## src/source_address_blocklist_filter_macros.svh

```systemverilog
// Assertion macros for the source address blocklist filter.
// Used by the top level only; no other dependencies.
`ifndef SOURCE_ADDRESS_BLOCKLIST_FILTER_MACROS_SVH
`define SOURCE_ADDRESS_BLOCKLIST_FILTER_MACROS_SVH
`ifndef SYNTHESIS
`define SABF_ASSERT(lbl, prop) \
  lbl: assert property (@(posedge clk) disable iff (!rst_n) prop) \
    else $error("sabf assertion failed");
`define SABF_ASSERT_RST(lbl, prop) \
  lbl: assert property (@(posedge clk) prop) \
    else $error("sabf reset assertion failed");
`else
`define SABF_ASSERT(lbl, prop)
`define SABF_ASSERT_RST(lbl, prop)
`endif
`endif

```

## src/sabf_pkg.sv

```systemverilog
// Shared types and constants of the source address blocklist filter.
// No dependencies.
package sabf_pkg;
  localparam int TABLE_ENTRIES = 16384;  // power of two
  localparam int MAX_PROBES    = 8;
  localparam int IDX_W = $clog2(TABLE_ENTRIES);
  localparam int CNT_W = $clog2(MAX_PROBES + 1);
  localparam int MEM_W = 33;             // valid bit over 32-bit key

  localparam logic [31:0] HASH_MULT = 32'h9E37_79B1;
  localparam logic [15:0] MIN_FRAME_BYTES = 16'd34;
  localparam logic [31:0] MASK_P24 = 32'hFFFF_FF00;
  localparam logic [31:0] MASK_P16 = 32'hFFFF_0000;
  localparam logic [31:0] MASK_P8  = 32'hFF00_0000;

  localparam logic [1:0] CMD_CHECK  = 2'd0;
  localparam logic [1:0] CMD_ADD    = 2'd1;
  localparam logic [1:0] CMD_REMOVE = 2'd2;

  localparam logic [2:0] REASON_NONE  = 3'd0;
  localparam logic [2:0] REASON_SHORT = 3'd1;
  localparam logic [2:0] REASON_EXACT = 3'd2;

  localparam logic [1:0] STATUS_OK     = 2'd0;
  localparam logic [1:0] STATUS_FULL   = 2'd1;
  localparam logic [1:0] STATUS_ABSENT = 2'd2;

  typedef struct packed {
    logic       drop;
    logic [2:0] reason;
    logic [1:0] status;
  } result_t;

  typedef struct packed {
    logic             we;
    logic [IDX_W-1:0] addr;
    logic [MEM_W-1:0] wdata;
  } mem_req_t;
endpackage

```

## src/sabf_ctrl.sv

```systemverilog
// Sequencer: clearing pass, hashing, probe windows, table updates.
// Depends on sabf_pkg.
module sabf_ctrl (
  input  logic                      clk,
  input  logic                      rst_n,
  input  logic                      in_valid,
  output logic                      in_stall,
  input  logic [1:0]                in_cmd,
  input  logic [15:0]               in_frame_length,
  input  logic [31:0]               in_address_key,
  input  logic [2:0]                prefix_en,
  input  logic                      out_free,
  output logic                      res_load,
  output sabf_pkg::result_t         res,
  output sabf_pkg::mem_req_t        mem_req,
  input  logic [sabf_pkg::MEM_W-1:0] mem_rdata
);
  localparam logic [2:0] S_CLEAR = 3'd0;
  localparam logic [2:0] S_IDLE  = 3'd1;
  localparam logic [2:0] S_HASH  = 3'd2;
  localparam logic [2:0] S_PROBE = 3'd3;
  localparam logic [2:0] S_EVAL  = 3'd4;
  localparam logic [2:0] S_WRITE = 3'd5;
  localparam logic [2:0] S_OUT   = 3'd6;
  localparam int IW = sabf_pkg::IDX_W;
  localparam int CW = sabf_pkg::CNT_W;
  localparam logic [CW-1:0] LAST_CNT = CW'(sabf_pkg::MAX_PROBES);
  localparam logic [IW-1:0] HASH_LO = sabf_pkg::HASH_MULT[IW-1:0];

  logic [2:0]    state_r, state_nxt;
  logic [IW-1:0] clr_r, clr_nxt;
  logic [1:0]    cmd_r, cmd_nxt;
  logic [31:0]   addr_r, addr_nxt;   // original address of the item
  logic [31:0]   key_r, key_nxt;     // key under lookup
  logic [1:0]    stage_r, stage_nxt; // exact, /24, /16, /8
  logic [IW-1:0] home_r, home_nxt;
  logic [CW-1:0] cnt_r, cnt_nxt;
  logic [IW-1:0] prev_r, prev_nxt;
  logic          hit_r, hit_nxt, free_r, free_nxt;
  logic [IW-1:0] hit_slot_r, hit_slot_nxt, free_slot_r, free_slot_nxt;
  logic [IW-1:0] wr_slot_r, wr_slot_nxt;
  logic          wr_valid_r, wr_valid_nxt;
  sabf_pkg::result_t res_r, res_nxt;

  logic [2*IW-1:0] prod;
  logic [IW-1:0]   probe_addr;
  logic [2:0]      later_en;
  logic            more;
  logic [1:0]      next_stage;
  logic [31:0]     next_mask;

  assign prod       = key_r[IW-1:0] * HASH_LO;
  assign probe_addr = home_r + IW'(cnt_r);

  // next enabled prefix stage after the current one
  always_comb begin
    later_en = prefix_en;
    case (stage_r)
      2'd0:    later_en = prefix_en;
      2'd1:    later_en = {prefix_en[2:1], 1'b0};
      2'd2:    later_en = {prefix_en[2], 2'b00};
      default: later_en = 3'b000;
    endcase
    more = |later_en;
    if (later_en[0])      next_stage = 2'd1;
    else if (later_en[1]) next_stage = 2'd2;
    else                  next_stage = 2'd3;
    case (next_stage)
      2'd1:    next_mask = sabf_pkg::MASK_P24;
      2'd2:    next_mask = sabf_pkg::MASK_P16;
      default: next_mask = sabf_pkg::MASK_P8;
    endcase
  end

  always_comb begin
    state_nxt = state_r;   clr_nxt = clr_r;       cmd_nxt = cmd_r;
    addr_nxt = addr_r;     key_nxt = key_r;       stage_nxt = stage_r;
    home_nxt = home_r;     cnt_nxt = cnt_r;       prev_nxt = prev_r;
    hit_nxt = hit_r;       free_nxt = free_r;     hit_slot_nxt = hit_slot_r;
    free_slot_nxt = free_slot_r;  wr_slot_nxt = wr_slot_r;
    wr_valid_nxt = wr_valid_r;    res_nxt = res_r;
    mem_req.we    = 1'b0;
    mem_req.addr  = probe_addr;
    mem_req.wdata = '0;
    res_load = 1'b0;
    case (state_r)
      S_CLEAR: begin
        mem_req.we   = 1'b1;
        mem_req.addr = clr_r;
        clr_nxt = clr_r + 1'b1;
        if (&clr_r) state_nxt = S_IDLE;
      end
      S_IDLE: begin
        if (in_valid) begin
          cmd_nxt = in_cmd;
          addr_nxt = in_address_key;
          key_nxt = in_address_key;
          stage_nxt = 2'd0;
          res_nxt = '0;
          state_nxt = S_HASH;
          if (in_cmd == sabf_pkg::CMD_CHECK && in_frame_length < sabf_pkg::MIN_FRAME_BYTES)
          begin
            res_nxt.drop = 1'b1;
            res_nxt.reason = sabf_pkg::REASON_SHORT;
            state_nxt = S_OUT;
          end else if (!(in_cmd inside {sabf_pkg::CMD_CHECK, sabf_pkg::CMD_ADD,
                                        sabf_pkg::CMD_REMOVE})) begin
            state_nxt = S_OUT;
          end
        end
      end
      S_HASH: begin
        home_nxt = prod[IW-1:0];
        cnt_nxt = '0;
        hit_nxt = 1'b0;
        free_nxt = 1'b0;
        state_nxt = S_PROBE;
      end
      S_PROBE: begin
        // read data is registered, so it belongs to the address held in prev_r
        if (cnt_r != '0) begin
          if (mem_rdata[32] && mem_rdata[31:0] == key_r && !hit_r) begin
            hit_nxt = 1'b1;
            hit_slot_nxt = prev_r;
          end
          if (!mem_rdata[32] && !free_r) begin
            free_nxt = 1'b1;
            free_slot_nxt = prev_r;
          end
        end
        prev_nxt = probe_addr;
        cnt_nxt = cnt_r + 1'b1;
        if (cnt_r == LAST_CNT) state_nxt = S_EVAL;
      end
      S_EVAL: begin
        state_nxt = S_OUT;
        case (cmd_r)
          sabf_pkg::CMD_CHECK: begin
            if (hit_r) begin
              res_nxt.drop = 1'b1;
              res_nxt.reason = sabf_pkg::REASON_EXACT + 3'(stage_r);
            end else if (more) begin
              stage_nxt = next_stage;
              key_nxt = addr_r & next_mask;
              state_nxt = S_HASH;
            end
          end
          sabf_pkg::CMD_ADD: begin
            if (!hit_r) begin
              if (free_r) begin
                wr_slot_nxt = free_slot_r;
                wr_valid_nxt = 1'b1;
                state_nxt = S_WRITE;
              end else begin
                res_nxt.status = sabf_pkg::STATUS_FULL;
              end
            end
          end
          default: begin
            if (hit_r) begin
              wr_slot_nxt = hit_slot_r;
              wr_valid_nxt = 1'b0;
              state_nxt = S_WRITE;
            end else begin
              res_nxt.status = sabf_pkg::STATUS_ABSENT;
            end
          end
        endcase
      end
      S_WRITE: begin
        mem_req.we    = 1'b1;
        mem_req.addr  = wr_slot_r;
        mem_req.wdata = {wr_valid_r, key_r};
        state_nxt = S_OUT;
      end
      S_OUT: begin
        if (out_free) begin
          res_load = 1'b1;
          state_nxt = S_IDLE;
        end
      end
      default: state_nxt = S_IDLE;
    endcase
  end

  assign in_stall = (state_r != S_IDLE);
  assign res = res_r;

  always_ff @(posedge clk) begin
    if (!rst_n) begin
      state_r <= S_CLEAR;
      clr_r   <= '0;
    end else begin
      state_r <= state_nxt;
      clr_r   <= clr_nxt;
    end
  end

  always_ff @(posedge clk) begin
    cmd_r <= cmd_nxt;           addr_r <= addr_nxt;     key_r <= key_nxt;
    stage_r <= stage_nxt;       home_r <= home_nxt;     cnt_r <= cnt_nxt;
    prev_r <= prev_nxt;         hit_r <= hit_nxt;       free_r <= free_nxt;
    hit_slot_r <= hit_slot_nxt; free_slot_r <= free_slot_nxt;
    wr_slot_r <= wr_slot_nxt;   wr_valid_r <= wr_valid_nxt;
    res_r <= res_nxt;
  end
endmodule

```

## config.mk

```make
export PLATFORM = sky130hd
export DESIGN_NAME = sabf_ctrl
export DESIGN_NICKNAME = d
export VERILOG_FILES = /design/src/source_address_blocklist_filter_macros.svh /design/src/sabf_pkg.sv /design/src/sabf_ctrl.sv
export SDC_FILE = /design/constraint.sdc
export NUM_CORES = 1
export LEC_CHECK = 0
export BUFFER_PORTS_ARGS = -buffer_cell sky130_fd_sc_hd__buf_2
export CAP_MARGIN = 20
export CORE_MARGIN = 2
export CORE_UTILIZATION = 50
export CTS_BUF_LIST = sky130_fd_sc_hd__clkbuf_4 sky130_fd_sc_hd__clkbuf_8
export DETAILED_ROUTE_END_ITERATION = 12
export PLACE_DENSITY = 0.7
export SLEW_MARGIN = 20
export SYNTH_ARGS = -nofsm -noshare
export SYNTH_HDL_FRONTEND = slang
export SYNTH_SLANG_ARGS = --single-unit
```

## constraint.sdc

```tcl
create_clock -name clk -period 4.8 [get_ports clk]
set_clock_uncertainty 0.1 [all_clocks]
set_input_delay 0.48 -clock clk [delete_from_list [all_inputs] [get_ports clk]]
set_output_delay 0.48 -clock clk [all_outputs]
set_load 0.01 [all_outputs]
```

# Yosys cells after proc, flatten, opt, wreduce, memory -nomap -nowiden
# Index checks and enable logic that the tools add are counted.
# totals
register_bits	168
in_bits	90
out_inout_bits	56
# classes
n_addsub	4
multipliers	1
n_lt_le_gt_ge	1
eq_ne	31
mux	55
bitwise_logic	2
reduce_logical	28
# op_table
cell	count
two-way mux 32 bit	4
case mux 32 bit (2 select lines)	1
case mux 24 bit (2 select lines)	1
two-way mux 14 bit	3
two-way mux 33 bit	1
bitwise AND 32 bit	1
equality test 32 bit	1
case mux 15 bit (2 select lines)	1
!= test 2 bit (second input constant)	14
case mux 14 bit (2 select lines)	1
two-way mux 3 bit	8
two-way mux 2 bit	11
case mux 3 bit (7 select lines)	1
< comparator 16 x 6 -> 1 bit (second input constant)	1
AND reduction 5 bit	3
adder 14 x 1 -> 14 bit (second input constant)	1
adder 14 x 4 -> 14 bit	1
multiplier 14 x 12 -> 14 bit (second input constant)	1
AND reduction 14 bit	1
two-way mux 4 bit	3
case mux 6 bit (2 select lines)	1
AND reduction 3 bit	4
two-way mux 1 bit	10
equality test 3 bit (second input constant)	3
other kinds (26)	45

# Depth between registers and ports, before layout
# logic_depth
depth_word	11
depth_mapped	14
mapped_depth_nobuf	14

# Worst setup path before layout
# Ideal clock, no wire load.
# synth_path
path_kind	register -> register
startpoint	register key_r[5]
endpoint	register home_r[13], data pin
setup_ps	266
arrival_ps	3643
required_time_ps	4434
setup_slack_ps	791
stages_incl_launch_ff	15
cell_sequence	edfxtp_1 > ha_1 > inv_1 > fa_1 > inv_1 > ha_1 > fa_1 > inv_1 > fa_1 > inv_1 > ha_1 > nand2_1 > o21ai_0 > o41ai_1 > xnor2_1
# synth_between
elab_chain_cells	1
# synth_rtl
element	line_no	text
start: declaration	sabf_ctrl.sv:34	logic [31:0] key_r, key_nxt;
start signal: assignment	sabf_ctrl.sv:200	cmd_r <= cmd_nxt; addr_r <= addr_nxt; key_r <= key_nxt;
multiplier 14 x 12 -> 14 bit	sabf_ctrl.sv:52	assign prod = key_r[IW-1:0] * HASH_LO;
net prod[13]	sabf_ctrl.sv:45	logic [2*IW-1:0] prod;
end signal: assignment	sabf_ctrl.sv:201	stage_r <= stage_nxt; home_r <= home_nxt; cnt_r <= cnt_nxt;
end: declaration	sabf_ctrl.sv:36	logic [IW-1:0] home_r, home_nxt;
# The timed path passes the listed nets, and every way through them passes these cells.
# A chain may end at the register's enable or synchronous reset.

# Final worst setup path
# layout_path
startpoint	register key_r[6]
endpoint	register home_r[13], data pin
# Same word-level chain as after synthesis.

==> metrics <==
status=complete, no violations; # clock sinks=160; number of global-route vias before repair=5852; Hold Fails Final Rpt=0; Tcrit/Tclk final=90.7%; post-CTS setup buffers=0; fraction of registers with async set or reset after synthesis=0%; drt total wl=18000 um; TNS Setup=0 ps; setup violators final=0; first drt pass iteration count=5; Synth Instances=668; type of element capturing the critical path=flip-flop; Crit Path Max Fanout=5; post-synthesis net count=821; Clk Latency, worst-skew pair=460 ps; io pins=146; CP dominant cell by count=inv_1; GRT overflow=0; # port buffers=144; core footprint=16400 um^2; Slew Limit Fails=0; Cell Pwr Density=296 nW/um^2; sequential fraction of the synthesis area=55.8%; critical path required time=4900 ps; hold path depth=1; cts repair resizes=0; ys flop type=edfxtp_1; VDD IR max=0.182 mV; sw power=0.000692 W; GRT Util Overall=21.5%; Critical Path Max Stage Delay=540 ps; Startpoint Class=flip-flop; yosys warns=0; Lkg Pwr=4.06 nW; full die area=17700 um^2; Placer Congestion=0.902; CTS tree=yes; Internal=0.00218 W; synthesized area=8310 um^2; DR WL/cell=17.0 um; Sw Share=24.1%; hold buffers post-CTS=0; first-pass GRT wire length=29500 um; worst-path cell chain=ha_1 > inv_1 > fa_1 > inv_1 > ha_1 > fa_1 > inv_1 > fa_1 > inv_1 > ha_1 > nand2_1 > o21ai_0 > o41ai_1 > xnor2_1; fraction of layout cells with a size suffix above 1=24.7%; commonest non-fill, non-tap cell in the layout=buf_2; Slew HR=32.2%; # rows=47; remaining routing DRC violations=0; largest net degree at the start of global routing=48; worst path arrival time=4450 ps; Bufs on Longest Clock Path=2; Placed Instance Area=9290 um^2; via density per instance=5.25; clock root cell=clkbuf_8; fin nets=973; clock network power share=37.4%; initial antenna violation count=1; post-layout min period=4350 ps; initial DRC count=277; Hold WC Path Type=in -> reg; Initial Util=50.6%; Clock Pin Slew Worst Setup and Hold Paths=100 ps; worst r2r path cells=14; die height=133 um; RSZ-0062 raised after global routing=false; DP HPWL=13500 um; Worst Tran Pin Value=1010 ps; Critical-path top delay cell=edfxtp_1; syn avg cell area=12.4 um^2; power share of the combinational group=8.8%; CTS Buf Count=17; most frequent cells in the layout=144 x buf_2, 143 x edfxtp_1, 55 x inv_1, 53 x xnor2_1, 52 x nand2_1; kind of critical path=reg -> reg; Synth cell types=48; routed via count=5536; sequential power share=53.7%; number of enable flip-flop cells after synthesis=143; Yosys reg bits=160; H-tree depth=4; f_max=230 MHz; width of the die=133 um; Max Cap Viol=0; area grow syn2layout=17.0%; final instance area=9720 um^2; Antenna Nets Post-Route=0
## metrics by stage
step | hold slack (ps) | total power (W) | utilization (%) | setup slack, ps | cells
finish | 106 | 0.00287 | 59.3 | 449 | 1054
floorplan | 321 | 0.00174 | - | 791 | 668
global route | 67.8 | 0.00299 | 59.2 | 230 | 1053
detailed placement | 330 | 0.00183 | 56.6 | 414 | 1021
CTS | 72.2 | 0.00290 | 59.2 | 408 | 1053
global placement | 324 | 0.00182 | 56.6 | 563 | 1021
## synthesized netlist by cell type (2+ instances only)
cell type | instances | area share (%)
nor2b_1 | 5 | 0.38
xnor2_1 | 53 | 5.6
fa_1 | 18 | 4.3
o21bai_1 | 2 | 0.18
o41ai_1 | 2 | 0.21
dfxtp_1 | 17 | 4.1
nor4_1 | 5 | 0.38
a21o_1 | 14 | 1.3
nand2b_1 | 5 | 0.38
a21oi_1 | 19 | 1.1
nor3_1 | 5 | 0.30
o21ai_0 | 14 | 0.84
buf_2 | 6 | 0.36
or3_1 | 4 | 0.30
edfxtp_1 | 143 | 52
a22oi_1 | 6 | 0.54
nor3b_1 | 5 | 0.45
mux2_2 | 14 | 1.9
a22o_1 | 25 | 2.6
inv_1 | 55 | 2.5
nand2_1 | 52 | 2.3
a211oi_1 | 2 | 0.18
and2_1 | 45 | 3.4
and3_1 | 9 | 0.68
clkbuf_1 | 13 | 0.59
ha_1 | 45 | 6.8
nor2_1 | 32 | 1.4
xor2_1 | 20 | 2.1
nand3_1 | 5 | 0.30
nand4_1 | 10 | 0.75
## sequential cells by signal (all words and copies together), names as in the netlist, 2 cells and up
signal / flops
prev_r: 14
state_r: 3
cmd_r: 2
res: 6
clr_r: 14
key_r: 32
stage_r: 2
free_slot_r: 14
wr_slot_r: 14
home_r: 14
hit_slot_r: 14
cnt_r: 4
addr_r: 24
## logic make-up (layout without fill, tap and decap cells)
kind of cell,after synthesis,after routing,share of synthesized area (%)
AO/OA/AOI/OAI,91,91,7.68
XOR/XNOR,73,73,7.70
adder cells (fa/ha/maj),63,63,11.1
buffers and inverters,74,239,3.43
flip-flops,160,160,55.8
multiplexers,15,15,2.02
other,0,1,0
AND/OR/NAND/NOR,192,192,12.3
## critical path, delay by kind of cell, from the launching register on
| kind | cells | cell delay [ps] |
|---|---|---|
| buffers and inverters | 4 | 190 |
| adder cells (fa/ha/maj) | 6 | 2590 |
| AO/OA/AOI/OAI | 2 | 470 |
| XOR/XNOR | 1 | 110 |
| AND/OR/NAND/NOR | 1 | 90 |
| flip-flops | 1 | 540 |
## layer usage
layer | vias up | share of wire [%] | track usage [%]
met3 | 20 | 8.2 | 6.25
met4 | 0 | 1.4 | 6.87
met1 | 2613 | 42 | 27.3
met2 | 236 | 49 | 35.7
met5 | - | 0 | 0
li1 | 2667 | - | -
## area by class of cell
type                            instances  area [um^2]
Fill cell                            1337         6690
Sequential cell                       160         4630
Multi-Input combinational cell        434         3400
Timing Repair Buffer                  152          781
Tap cell                              220          275
Clock buffer                           17          234
Inverter                               55          206
Clock inverter                         15          191
Antenna cell                            1         2.50
## final timing paths
kind / startpoint / to / slack (ps)
max: key_r[6] / home_r[13] / 450
min: in_address_key[28] / addr_r[28] / 110
max reg2reg: key_r[6] / home_r[13] / 450
min reg2reg: prev_r[6] / free_slot_r[6] / 350
## power groups by stage
stage               Combinational [W]  Sequential, W  Clock (W)
global placement             0.000244        0.00157          0
detailed placement           0.000257        0.00158          0
floorplan                    0.000168        0.00157          0
CTS                          0.000258        0.00154    0.00110
global route                 0.000288        0.00155    0.00115
finish                       0.000254        0.00154    0.00108
No activity file was read; power rests on OpenSTA's default activity.
